## src/design/ospfhc_pkg.sv

```systemverilog
`default_nettype none
package ospfhc_pkg;

  localparam int unsigned HEADER_BYTES = 24;
  localparam int unsigned COUNT_BITS   = 17;
  localparam int unsigned RESULT_BITS  = 127;
  localparam int unsigned TDATA_OUT_W  = 128;
  localparam logic [23:0] LLS_MASK_RESET = 24'h000200;

  typedef enum logic [3:0] {
    ST_OK       = 4'd0,
    ST_SHORT    = 4'd1,
    ST_VERSION  = 4'd2,
    ST_LENGTH   = 4'd3,
    ST_TYPE     = 4'd4,
    ST_AUTHTYPE = 4'd5,
    ST_DIGEST   = 4'd6,
    ST_EXCESS   = 4'd7,
    ST_RESERVED = 4'd8,
    ST_LLS      = 4'd9,
    ST_TRAILER  = 4'd10
  } status_e;

  typedef logic [HEADER_BYTES-1:0][7:0] hdr_t;

  // One packed result beat, first field in the highest bits.
  typedef struct packed {
    logic        trailer_seen;
    logic        lls_seen;
    logic        checksum_good;
    logic [7:0]  instance_res;
    logic [15:0] auth_kind;
    logic [15:0] declared_length;
    logic [31:0] area;
    logic [31:0] sender_router;
    logic [7:0]  packet_kind;
    logic [7:0]  ospf_version;
    logic [3:0]  status;
  } result_t;

endpackage
`default_nettype wire

```

## src/design/ospf_header_check_stream_core.sv

```systemverilog
`default_nettype none
// OSPF v2/v3 header checker. The packet enters as one byte per beat on the
// slave stream, tlast on its final byte, and one result beat leaves on the
// master stream for each packet, in the cycle after the final byte is taken.
// A byte is taken in every cycle: all per-byte work (header capture, the v2
// ones'-complement sum, v3 LLS and trailer tracking) is a single add and a
// few compares ahead of the state registers, and the result register doubles
// as the output stage, so the input stalls only while a result waits unread.
// The result reports the first failed check as a status code together with
// the captured header fields; checksum_good covers only v2 packets. The LLS
// option mask may be rewritten between packets through cfg_we_i.
module ospf_header_check_stream_core
  import ospfhc_pkg::*;
#(
  parameter int unsigned CountBits = ospfhc_pkg::COUNT_BITS
) (
  input  wire logic                   clk_i,
  input  wire logic                   rst_ni,
  input  wire logic                   cfg_we_i,
  input  wire logic [23:0]            cfg_wdata_i,   // lls_option_mask
  input  wire logic                   s_axis_tvalid,
  output      logic                   s_axis_tready,
  input  wire logic [7:0]             s_axis_tdata,  // octet
  input  wire logic                   s_axis_tlast,  // last_octet
  output      logic                   m_axis_tvalid,
  input  wire logic                   m_axis_tready,
  // [3:0] status, [11:4] ospf_version, [19:12] packet_kind,
  // [51:20] sender_router, [83:52] area, [99:84] declared_length,
  // [115:100] auth_kind, [123:116] instance_res, [124] checksum_good,
  // [125] lls_seen, [126] trailer_seen, [127] zero
  output      logic [TDATA_OUT_W-1:0] m_axis_tdata
);

  // Wide enough for byte counts and for Length plus four times a word count.
  localparam int unsigned SW = ((CountBits > 19) ? CountBits : 19) + 1;
  localparam int unsigned HIW = $clog2(HEADER_BYTES);

  logic [23:0]          mask_q;
  logic [CountBits-1:0] cnt_q, cnt_d;
  hdr_t                 hdr_q, hdr_d, hdr_n;
  logic [15:0]          sum_q, sum_d, sum_n;
  logic [7:0]           pend_q, pend_d, pend_n;
  logic [15:0]          wc_q, wc_d, wc_n;
  logic [31:0]          trl_q, trl_d, trl_n;
  logic                 ovf_q, ovf_d, ovf_n;
  logic                 out_valid_q;
  result_t              res_q, res_d;

  logic accept;
  assign s_axis_tready = !out_valid_q || m_axis_tready;
  assign accept        = s_axis_tvalid && s_axis_tready;
  assign m_axis_tvalid = out_valid_q;
  assign m_axis_tdata  = {1'b0, res_q};

  function automatic logic [15:0] oc_add(input logic [15:0] a, input logic [15:0] w);
    logic [16:0] s;
    s = {1'b0, a} + {1'b0, w};
    return s[15:0] + {15'd0, s[16]};
  endfunction

  // Options field of hello or database description payloads.
  function automatic logic lls_flag(input hdr_t h, input logic [SW-1:0] len,
                                    input logic [23:0] mask);
    logic [23:0] opts;
    opts = '0;
    if (h[1] == 8'd1 && len >= SW'(24)) opts = {h[21], h[22], h[23]};
    else if (h[1] == 8'd2 && len >= SW'(20)) opts = {h[17], h[18], h[19]};
    return (opts & mask) != 24'd0;
  endfunction

  logic [SW-1:0] p, len_cur, len_ofs, ts, tpos, size, len_r, suf, lls_words;
  logic          lls_now;
  hdr_t          hb;
  logic [7:0]    b, v;

  always_comb begin
    b       = s_axis_tdata;
    p       = SW'(cnt_q);
    len_cur = (cnt_q >= CountBits'(4)) ? SW'({hdr_q[2], hdr_q[3]}) : '0;
    hdr_n   = hdr_q;
    sum_n   = sum_q;
    pend_n  = pend_q;
    wc_n    = wc_q;
    trl_n   = trl_q;
    ovf_n   = ovf_q;
    cnt_d   = cnt_q;
    len_ofs = p - len_cur;
    ts      = '0;
    tpos    = '0;
    lls_now = 1'b0;
    v       = '0;
    if (cnt_q == '1) begin
      ovf_n = 1'b1;
    end else begin
      cnt_d = cnt_q + CountBits'(1);
      if (p < SW'(HEADER_BYTES)) hdr_n[cnt_q[HIW-1:0]] = b;
      if (p < SW'(4) || p < len_cur) begin
        v = (p >= SW'(16) && p < SW'(24)) ? 8'd0 : b;
        if (!p[0]) pend_n = v;
        else sum_n = oc_add(sum_q, {pend_q, v});
      end
      if (p >= SW'(16) && p >= len_cur) begin
        if (len_ofs == SW'(2)) wc_n = {b, wc_q[7:0]};
        else if (len_ofs == SW'(3)) wc_n = {wc_q[15:8], b};
        lls_now = lls_flag(hdr_n, len_cur, mask_q);
        ts      = len_cur + (lls_now ? SW'({wc_n, 2'b00}) : '0);
        tpos    = p - ts;
        if ((!lls_now || len_ofs >= SW'(4)) && p >= ts && tpos < SW'(4)) begin
          case (tpos[1:0])
            2'd0:    trl_n[31:24] = b;
            2'd1:    trl_n[23:16] = b;
            2'd2:    trl_n[15:8]  = b;
            default: trl_n[7:0]   = b;
          endcase
        end
      end
    end
  end

  // Result of a packet whose final byte is taken in this cycle.
  status_e       st;
  logic          ck, lls_ok, tr_ok, lls_f;
  logic [15:0]   auth, sum_f;
  always_comb begin
    size = SW'(cnt_d);
    for (int i = 0; i < HEADER_BYTES; i++) begin
      hb[i] = (SW'(i) < size) ? hdr_n[i] : 8'd0;
    end
    len_r     = SW'({hb[2], hb[3]});
    suf       = size - len_r;
    lls_words = SW'({wc_n, 2'b00});
    lls_f     = lls_flag(hb, len_r, mask_q);
    auth      = '0;
    st        = ST_OK;
    ck        = 1'b0;
    lls_ok    = 1'b0;
    tr_ok     = 1'b0;
    if (size < SW'(16)) begin
      st = ST_SHORT;
    end else if (hb[0] != 8'd2 && hb[0] != 8'd3) begin
      st = ST_VERSION;
    end else if (ovf_n || len_r < ((hb[0] == 8'd2) ? SW'(24) : SW'(16)) || len_r > size) begin
      st = ST_LENGTH;
    end else if (hb[1] < 8'd1 || hb[1] > 8'd5) begin
      st = ST_TYPE;
    end else if (hb[0] == 8'd2) begin
      auth = {hb[14], hb[15]};
      if (auth > 16'd2) st = ST_AUTHTYPE;
      else if (auth == 16'd2) begin
        if (hb[19] == 8'd0 || size != len_r + SW'(hb[19])) st = ST_DIGEST;
      end else if (size != len_r) st = ST_EXCESS;
    end else if (hb[15] != 8'd0) begin
      st = ST_RESERVED;
    end else if (size != len_r) begin
      if (lls_f) begin
        lls_ok = 1'b1;
        if (suf < SW'(4) || wc_n == 16'd0 || lls_words > suf) st = ST_LLS;
        else suf = suf - lls_words;
      end
      if (st == ST_OK) begin
        if (suf <= SW'(16) || trl_n[31:16] != 16'd1 || SW'(trl_n[15:0]) != suf)
          st = ST_TRAILER;
        else tr_ok = 1'b1;
      end
    end
    sum_f = len_r[0] ? oc_add(sum_n, {pend_n, 8'd0}) : sum_n;
    if (st == ST_OK && hb[0] == 8'd2) begin
      ck = (auth == 16'd2) ? ({hb[12], hb[13]} == 16'd0) : (sum_f == 16'hffff);
    end
    if (st != ST_OK) begin
      lls_ok = 1'b0;
      tr_ok  = 1'b0;
    end
    res_d.status          = st;
    res_d.ospf_version    = hb[0];
    res_d.packet_kind     = hb[1];
    res_d.sender_router   = {hb[4], hb[5], hb[6], hb[7]};
    res_d.area            = {hb[8], hb[9], hb[10], hb[11]};
    res_d.declared_length = len_r[15:0];
    res_d.auth_kind       = (hb[0] == 8'd2) ? {hb[14], hb[15]} : 16'd0;
    res_d.instance_res    = (hb[0] == 8'd3) ? hb[14] : 8'd0;
    res_d.checksum_good   = ck;
    res_d.lls_seen        = lls_ok;
    res_d.trailer_seen    = tr_ok;
  end

  // A final byte returns every per-packet register but the header capture to its starting value.
  always_comb begin
    hdr_d  = hdr_n;
    if (s_axis_tlast) begin
      sum_d  = '0;
      pend_d = '0;
      wc_d   = '0;
      trl_d  = '0;
      ovf_d  = 1'b0;
    end else begin
      sum_d  = sum_n;
      pend_d = pend_n;
      wc_d   = wc_n;
      trl_d  = trl_n;
      ovf_d  = ovf_n;
    end
  end

  always_ff @(posedge clk_i or negedge rst_ni) begin
    if (!rst_ni) begin
      mask_q      <= LLS_MASK_RESET;
      cnt_q       <= '0;
      sum_q       <= '0;
      pend_q      <= '0;
      wc_q        <= '0;
      trl_q       <= '0;
      ovf_q       <= 1'b0;
      out_valid_q <= 1'b0;
    end else begin
      if (cfg_we_i) mask_q <= cfg_wdata_i;
      if (accept) begin
        cnt_q  <= s_axis_tlast ? '0 : cnt_d;
        sum_q  <= sum_d;
        pend_q <= pend_d;
        wc_q   <= wc_d;
        trl_q  <= trl_d;
        ovf_q  <= ovf_d;
      end
      if (accept && s_axis_tlast) out_valid_q <= 1'b1;
      else if (m_axis_tready) out_valid_q <= 1'b0;
    end
  end

  always_ff @(posedge clk_i) begin
    if (accept) hdr_q <= hdr_d;
    if (accept && s_axis_tlast) res_q <= res_d;
  end

endmodule
`default_nettype wire

```

## config.mk

```make
export PLATFORM = sky130hd
export DESIGN_NAME = ospf_header_check_stream_core
export DESIGN_NICKNAME = d
export VERILOG_FILES = /design/src/design/ospfhc_pkg.sv /design/src/design/ospf_header_check_stream_core.sv
export SDC_FILE = /design/constraint.sdc
export NUM_CORES = 1
export LEC_CHECK = 0
export BUFFER_PORTS_ARGS = -buffer_cell sky130_fd_sc_hd__buf_2
export CAP_MARGIN = 20
export CORE_MARGIN = 1
export CORE_UTILIZATION = 55
export CTS_BUF_LIST = sky130_fd_sc_hd__clkbuf_4
export CTS_CLUSTER_DIAMETER = 120
export CTS_CLUSTER_SIZE = 8
export DETAILED_ROUTE_END_ITERATION = 10
export PLACE_DENSITY = 0.73
export RECOVER_POWER = 25
export SETUP_SLACK_MARGIN = 0.05
export SYNTH_ARGS = -nofsm -noshare
export SYNTH_HDL_FRONTEND = slang
export SYNTH_SLANG_ARGS = --single-unit
```

## constraint.sdc

```tcl
create_clock -name clk_i -period 33.6 [get_ports clk_i]
set_input_delay 5.04 -clock clk_i [delete_from_list [all_inputs] [get_ports clk_i]]
set_output_delay 5.04 -clock clk_i [all_outputs]
set_load 0.01 [all_outputs]
```

==> tab_implementation.tex <==
\begin{tabular}{lr}
\hline
Metric & Value \\
\hline
\multicolumn{2}{l}{\textbf{Outcome}} \\
Outcome & finished, violations left \\
Violations in the final reports & capacitance limit, slew limit \\
\multicolumn{2}{l}{\textbf{Die}} \\
Row count & 80 \\
Floorplan core area & 48100 um\^{}2 \\
Area enclosed by the die boundary & 50000 um\^{}2 \\
Horizontal die dimension & 224 um \\
Die Y & 224 um \\
Number of I/O pins & 168 \\
Starting density of the core & 0.561 \\
\multicolumn{2}{l}{\textbf{Pwr}} \\
Internal power & 0.000976 W \\
Switching power as a share of total power & 0.394 \\
Clock network fraction of design power & 0.195 \\
Part of the total power dissipated in combinational logic & 0.420 \\
Leakage & 12.2 nW \\
Register share of total power & 0.385 \\
Net switching power & 0.000634 W \\
Peak ir drop on the vdd network & 0.0337 mV \\
Pwr dens & 55.2 nW/um\^{}2 \\
\multicolumn{2}{l}{\textbf{STA}} \\
Maximum clock rate & 0.0628 GHz \\
Min Tclk post-route & 15.92 ns \\
Setup-failing EPs final & 0 \\
Slew at the pin closest to its max-slew limit & 3.61 ns \\
Worst-case clock skew & 0.0904 ns \\
Setup TNS & 0 ns \\
Setup repair after global routing missed its margin & false \\
Hold violation count in the final report & 0 \\
Worst rel slew slack & -1.40 \\
Post-route fraction of the period consumed by the critical path & 0.474 \\
Max-slew violations & 342 \\
Final worst-path setup slack & 17.68 ns \\
\multicolumn{2}{l}{\textbf{Finish}} \\
Final net count & 2954 \\
Most used cells in the layout excluding fill and tap cells & 303 x sky130\_fd\_sc\_hd\_\_edfxtp\_1, 220 x sky130\_fd\_sc\_hd\_\_nand2\_1, 171 x sky130\_fd\_sc\_hd\_\_o21ai\_0 \\
Growth of design area from synthesis to finish & 7.89\% \\
Share of post-route cells with drive strength above 1 & 0.172 \\
Post-layout utilization of the core & 0.606 \\
Most frequent standard cell in the layout excluding fill and tap cells & sky130\_fd\_sc\_hd\_\_edfxtp\_1 \\
\multicolumn{2}{l}{\textbf{Synthesis}} \\
Synthesized flop and latch total & 418 \\
Net Count, Synth & 2815 \\
Flip-flop cell with the highest count after synthesis & sky130\_fd\_sc\_hd\_\_edfxtp\_1 \\
Unique cell type count in the Yosys netlist & 87 \\
Count of mapped cells out of synthesis & 2639 \\
Fraction of synthesis flops using an asynchronous set or reset pin & 0.275 \\
Sequential share of the synthesized area & 0.443 \\
Number of enable flip-flop cells after synthesis & 303 \\
Mapped cell area & 27000 um\^{}2 \\
Mean instance size in the synthesized netlist & 10.2 um\^{}2 \\
Warning count from the yosys run & 0 \\
\multicolumn{2}{l}{\textbf{Clocking}} \\
H-tree Lvls & 2 \\
Clock network latency to the later pin of the worst-skew pair & 0.87 ns \\
CTS tree & built \\
Number of clock buffers inserted by TritonCTS & 58 \\
Clk root buf & sky130\_fd\_sc\_hd\_\_clkbuf\_4 \\
Clock-pin slew of the registers on the worst-case setup and hold paths & 0.10 ns \\
Number of instances resized during post-cts repair & 0 \\
Number of clock sinks seen by CTS & 418 \\
Setup Fix Bufs, Post-CTS & 0 \\
Maximum count of clock buffers along a single path & 3 \\
CTS Hold Buffers Added & 0 \\
\multicolumn{2}{l}{\textbf{Global route}} \\
Maximum number of pins on one net before global-route repair & 80 \\
GR met3 Demand/Resource & 0.0577 \\
Combined global-route utilization of all metal layers & 0.323 \\
Layer with the highest usage after global routing & met2 \\
Met1 track demand over resource & 0.451 \\
Antenna violations before repair & 2 \\
Global-route wire length before repair & 125000 um \\
Total congestion overflow after global routing & 0 \\
Met2 demand-to-capacity share in global routing & 0.506 \\
Vias in the first global route & 21400 \\
\multicolumn{2}{l}{\textbf{Setup path}} \\
Data arrival at the endpoint of the critical path & 16.51 ns \\
Max stage delay cell, worst path & sky130\_fd\_sc\_hd\_\_clkbuf\_1 \\
Start-to-end type of the worst setup path & input port to flop \\
Sort of element at the end of the critical path & flop \\
Length in cells of the worst reg-to-reg path & 43 \\
Cell seen most often among critical-path stages & sky130\_fd\_sc\_hd\_\_nor2\_1 \\
Startpoint kind of the worst setup timing path & input port \\
CP Buf/Inv Count & 3 \\
Endpoint required time on the critical path & 34.19 ns \\
Maximum cell stage delay along the critical path & 1.89 ns \\
Crit Path Max Fanout & 35 \\
Cell family contributing the most delay on the critical path & compound AO/OA/AOI/OAI gates \\
Number of cells on the critical path & 35 \\
\multicolumn{2}{l}{\textbf{Placed design}} \\
Final estimated routing congestion in global placement & 0.967 \\
Port bufs & 166 \\
Detail Placement HPWL & 57600 um \\
Worst slack at placement & 18.40 ns \\
\multicolumn{2}{l}{\textbf{Min path}} \\
Hold depth & 2 \\
Hold crit path type & flop to flop \\
\multicolumn{2}{l}{\textbf{Detailed routing}} \\
Via count of the routed design & 22200 \\
Post-route ant nets & 0 \\
Overall routed net length & 81300 um \\
Detailed-route wire length per cell & 23.4 um \\
Detailed-routing iteration count for the pre-antenna-repair pass & 8 \\
DRT iter0 DRCs & 2602 \\
DR DRC count & 0 \\
Average via count per standard cell & 6.39 \\
\multicolumn{2}{l}{\textbf{Run}} \\
Max-cap check violation count & 9 \\
\hline
\end{tabular}
-- final timing paths --
kind	slack, ns	to	start
worst min-delay path	0.49	trl_q[16]	trl_q[16]
worst min register to register	0.49	trl_q[16]	trl_q[16]
max in group asynchronous	25.91	wc_q[10]	rst_ni
min in group asynchronous	5.42	trl_q[5]	rst_ni
worst max-delay path	17.68	m_axis_tdata[1]	s_axis_tdata[5]
worst max register to register	19.26	m_axis_tdata[1]	cnt_q[5]
-- power by group through the flow --
stage	logic, W	registers, W	clock network, W
finish	0.000677	0.000621	0.000313
global placement	0.000648	0.000630	0
detailed placement	0.000654	0.000631	0
global route	0.000727	0.000625	0.000336
CTS	0.000660	0.000620	0.000319
floorplan	0.000467	0.000632	0
-- synth_stat cells, types with 55 or more instances --
master / number / area, um^2
sky130_fd_sc_hd__a21oi_1: 115 / 576
sky130_fd_sc_hd__clkbuf_1: 99 / 372
sky130_fd_sc_hd__dfrtp_1: 114 / 2850
sky130_fd_sc_hd__edfxtp_1: 303 / 9100
sky130_fd_sc_hd__ha_1: 131 / 1640
sky130_fd_sc_hd__inv_1: 157 / 589
sky130_fd_sc_hd__mux2_2: 168 / 1890
sky130_fd_sc_hd__mux2i_1: 99 / 991
sky130_fd_sc_hd__nand2_1: 220 / 826
sky130_fd_sc_hd__nand3_1: 59 / 295
sky130_fd_sc_hd__nor2_1: 149 / 559
sky130_fd_sc_hd__nor3_1: 55 / 275
sky130_fd_sc_hd__o21ai_0: 172 / 861
sky130_fd_sc_hd__xnor2_1: 76 / 666
-- registers in the layout, summed over array words and instances, names as in the netlist --
signal and count:
trl_q 32, cnt_q 17, mask_q 24, ovf_q 1, hdr_q 176, m_axis_tdata 127, sum_q 16, pend_q 8
m_axis_tvalid 1, wc_q 16
-- through the flow --
stage | instances | total power (W) | hold WS (ns) | area, um^2
after floorplan | 2639 | 0.00110 | 0.442 | 27000
after CTS | 3465 | 0.00160 | 0.495 | 29200
after global routing | 3466 | 0.00169 | 0.525 | 29200
after detailed placement | 3374 | 0.00129 | 0.471 | 28500
after global placement | 3374 | 0.00128 | 0.462 | 28500
final | 3467 | 0.00161 | 0.492 | 29200
-- area by class of cell --
type / count / area, um^2
Sequential cell: 418 / 12000
Multi-Input combinational cell: 1941 / 14000
Fill cell: 4059 / 19000
Clock inverter: 5 / 82.6
Inverter: 157 / 599
Tap cell: 656 / 821
Timing Repair Buffer: 202 / 1070
Clock buffer: 86 / 646
Antenna cell: 2 / 5.00
-- cells by family after synthesis --
logic type	count (synthesis)	synth area share
and+or+nand+nor	794	0.152
DFF	418	0.443
buffers and inverters	280	0.0407
adders and majority gates	138	0.0658
AOI/OAI and AO/OA	617	0.151
other	1	0.000139
xor gates and xnor gates	122	0.0395
muxes	269	0.108
-- layer usage --
metal  part of all wire  vias up
met4              0.034        2
met2               0.45     1124
li1                   -    10100
met5            0.00017        -
met1               0.42    10800
met3              0.091      191
-- worst min-delay path: stages, from the launching register on --
cell                      delay (ns)
sky130_fd_sc_hd__dfrtp_1        0.35
sky130_fd_sc_hd__nand2_1        0.05
sky130_fd_sc_hd__o21ai_0        0.06
No activity file was read; power rests on OpenSTA's default activity.
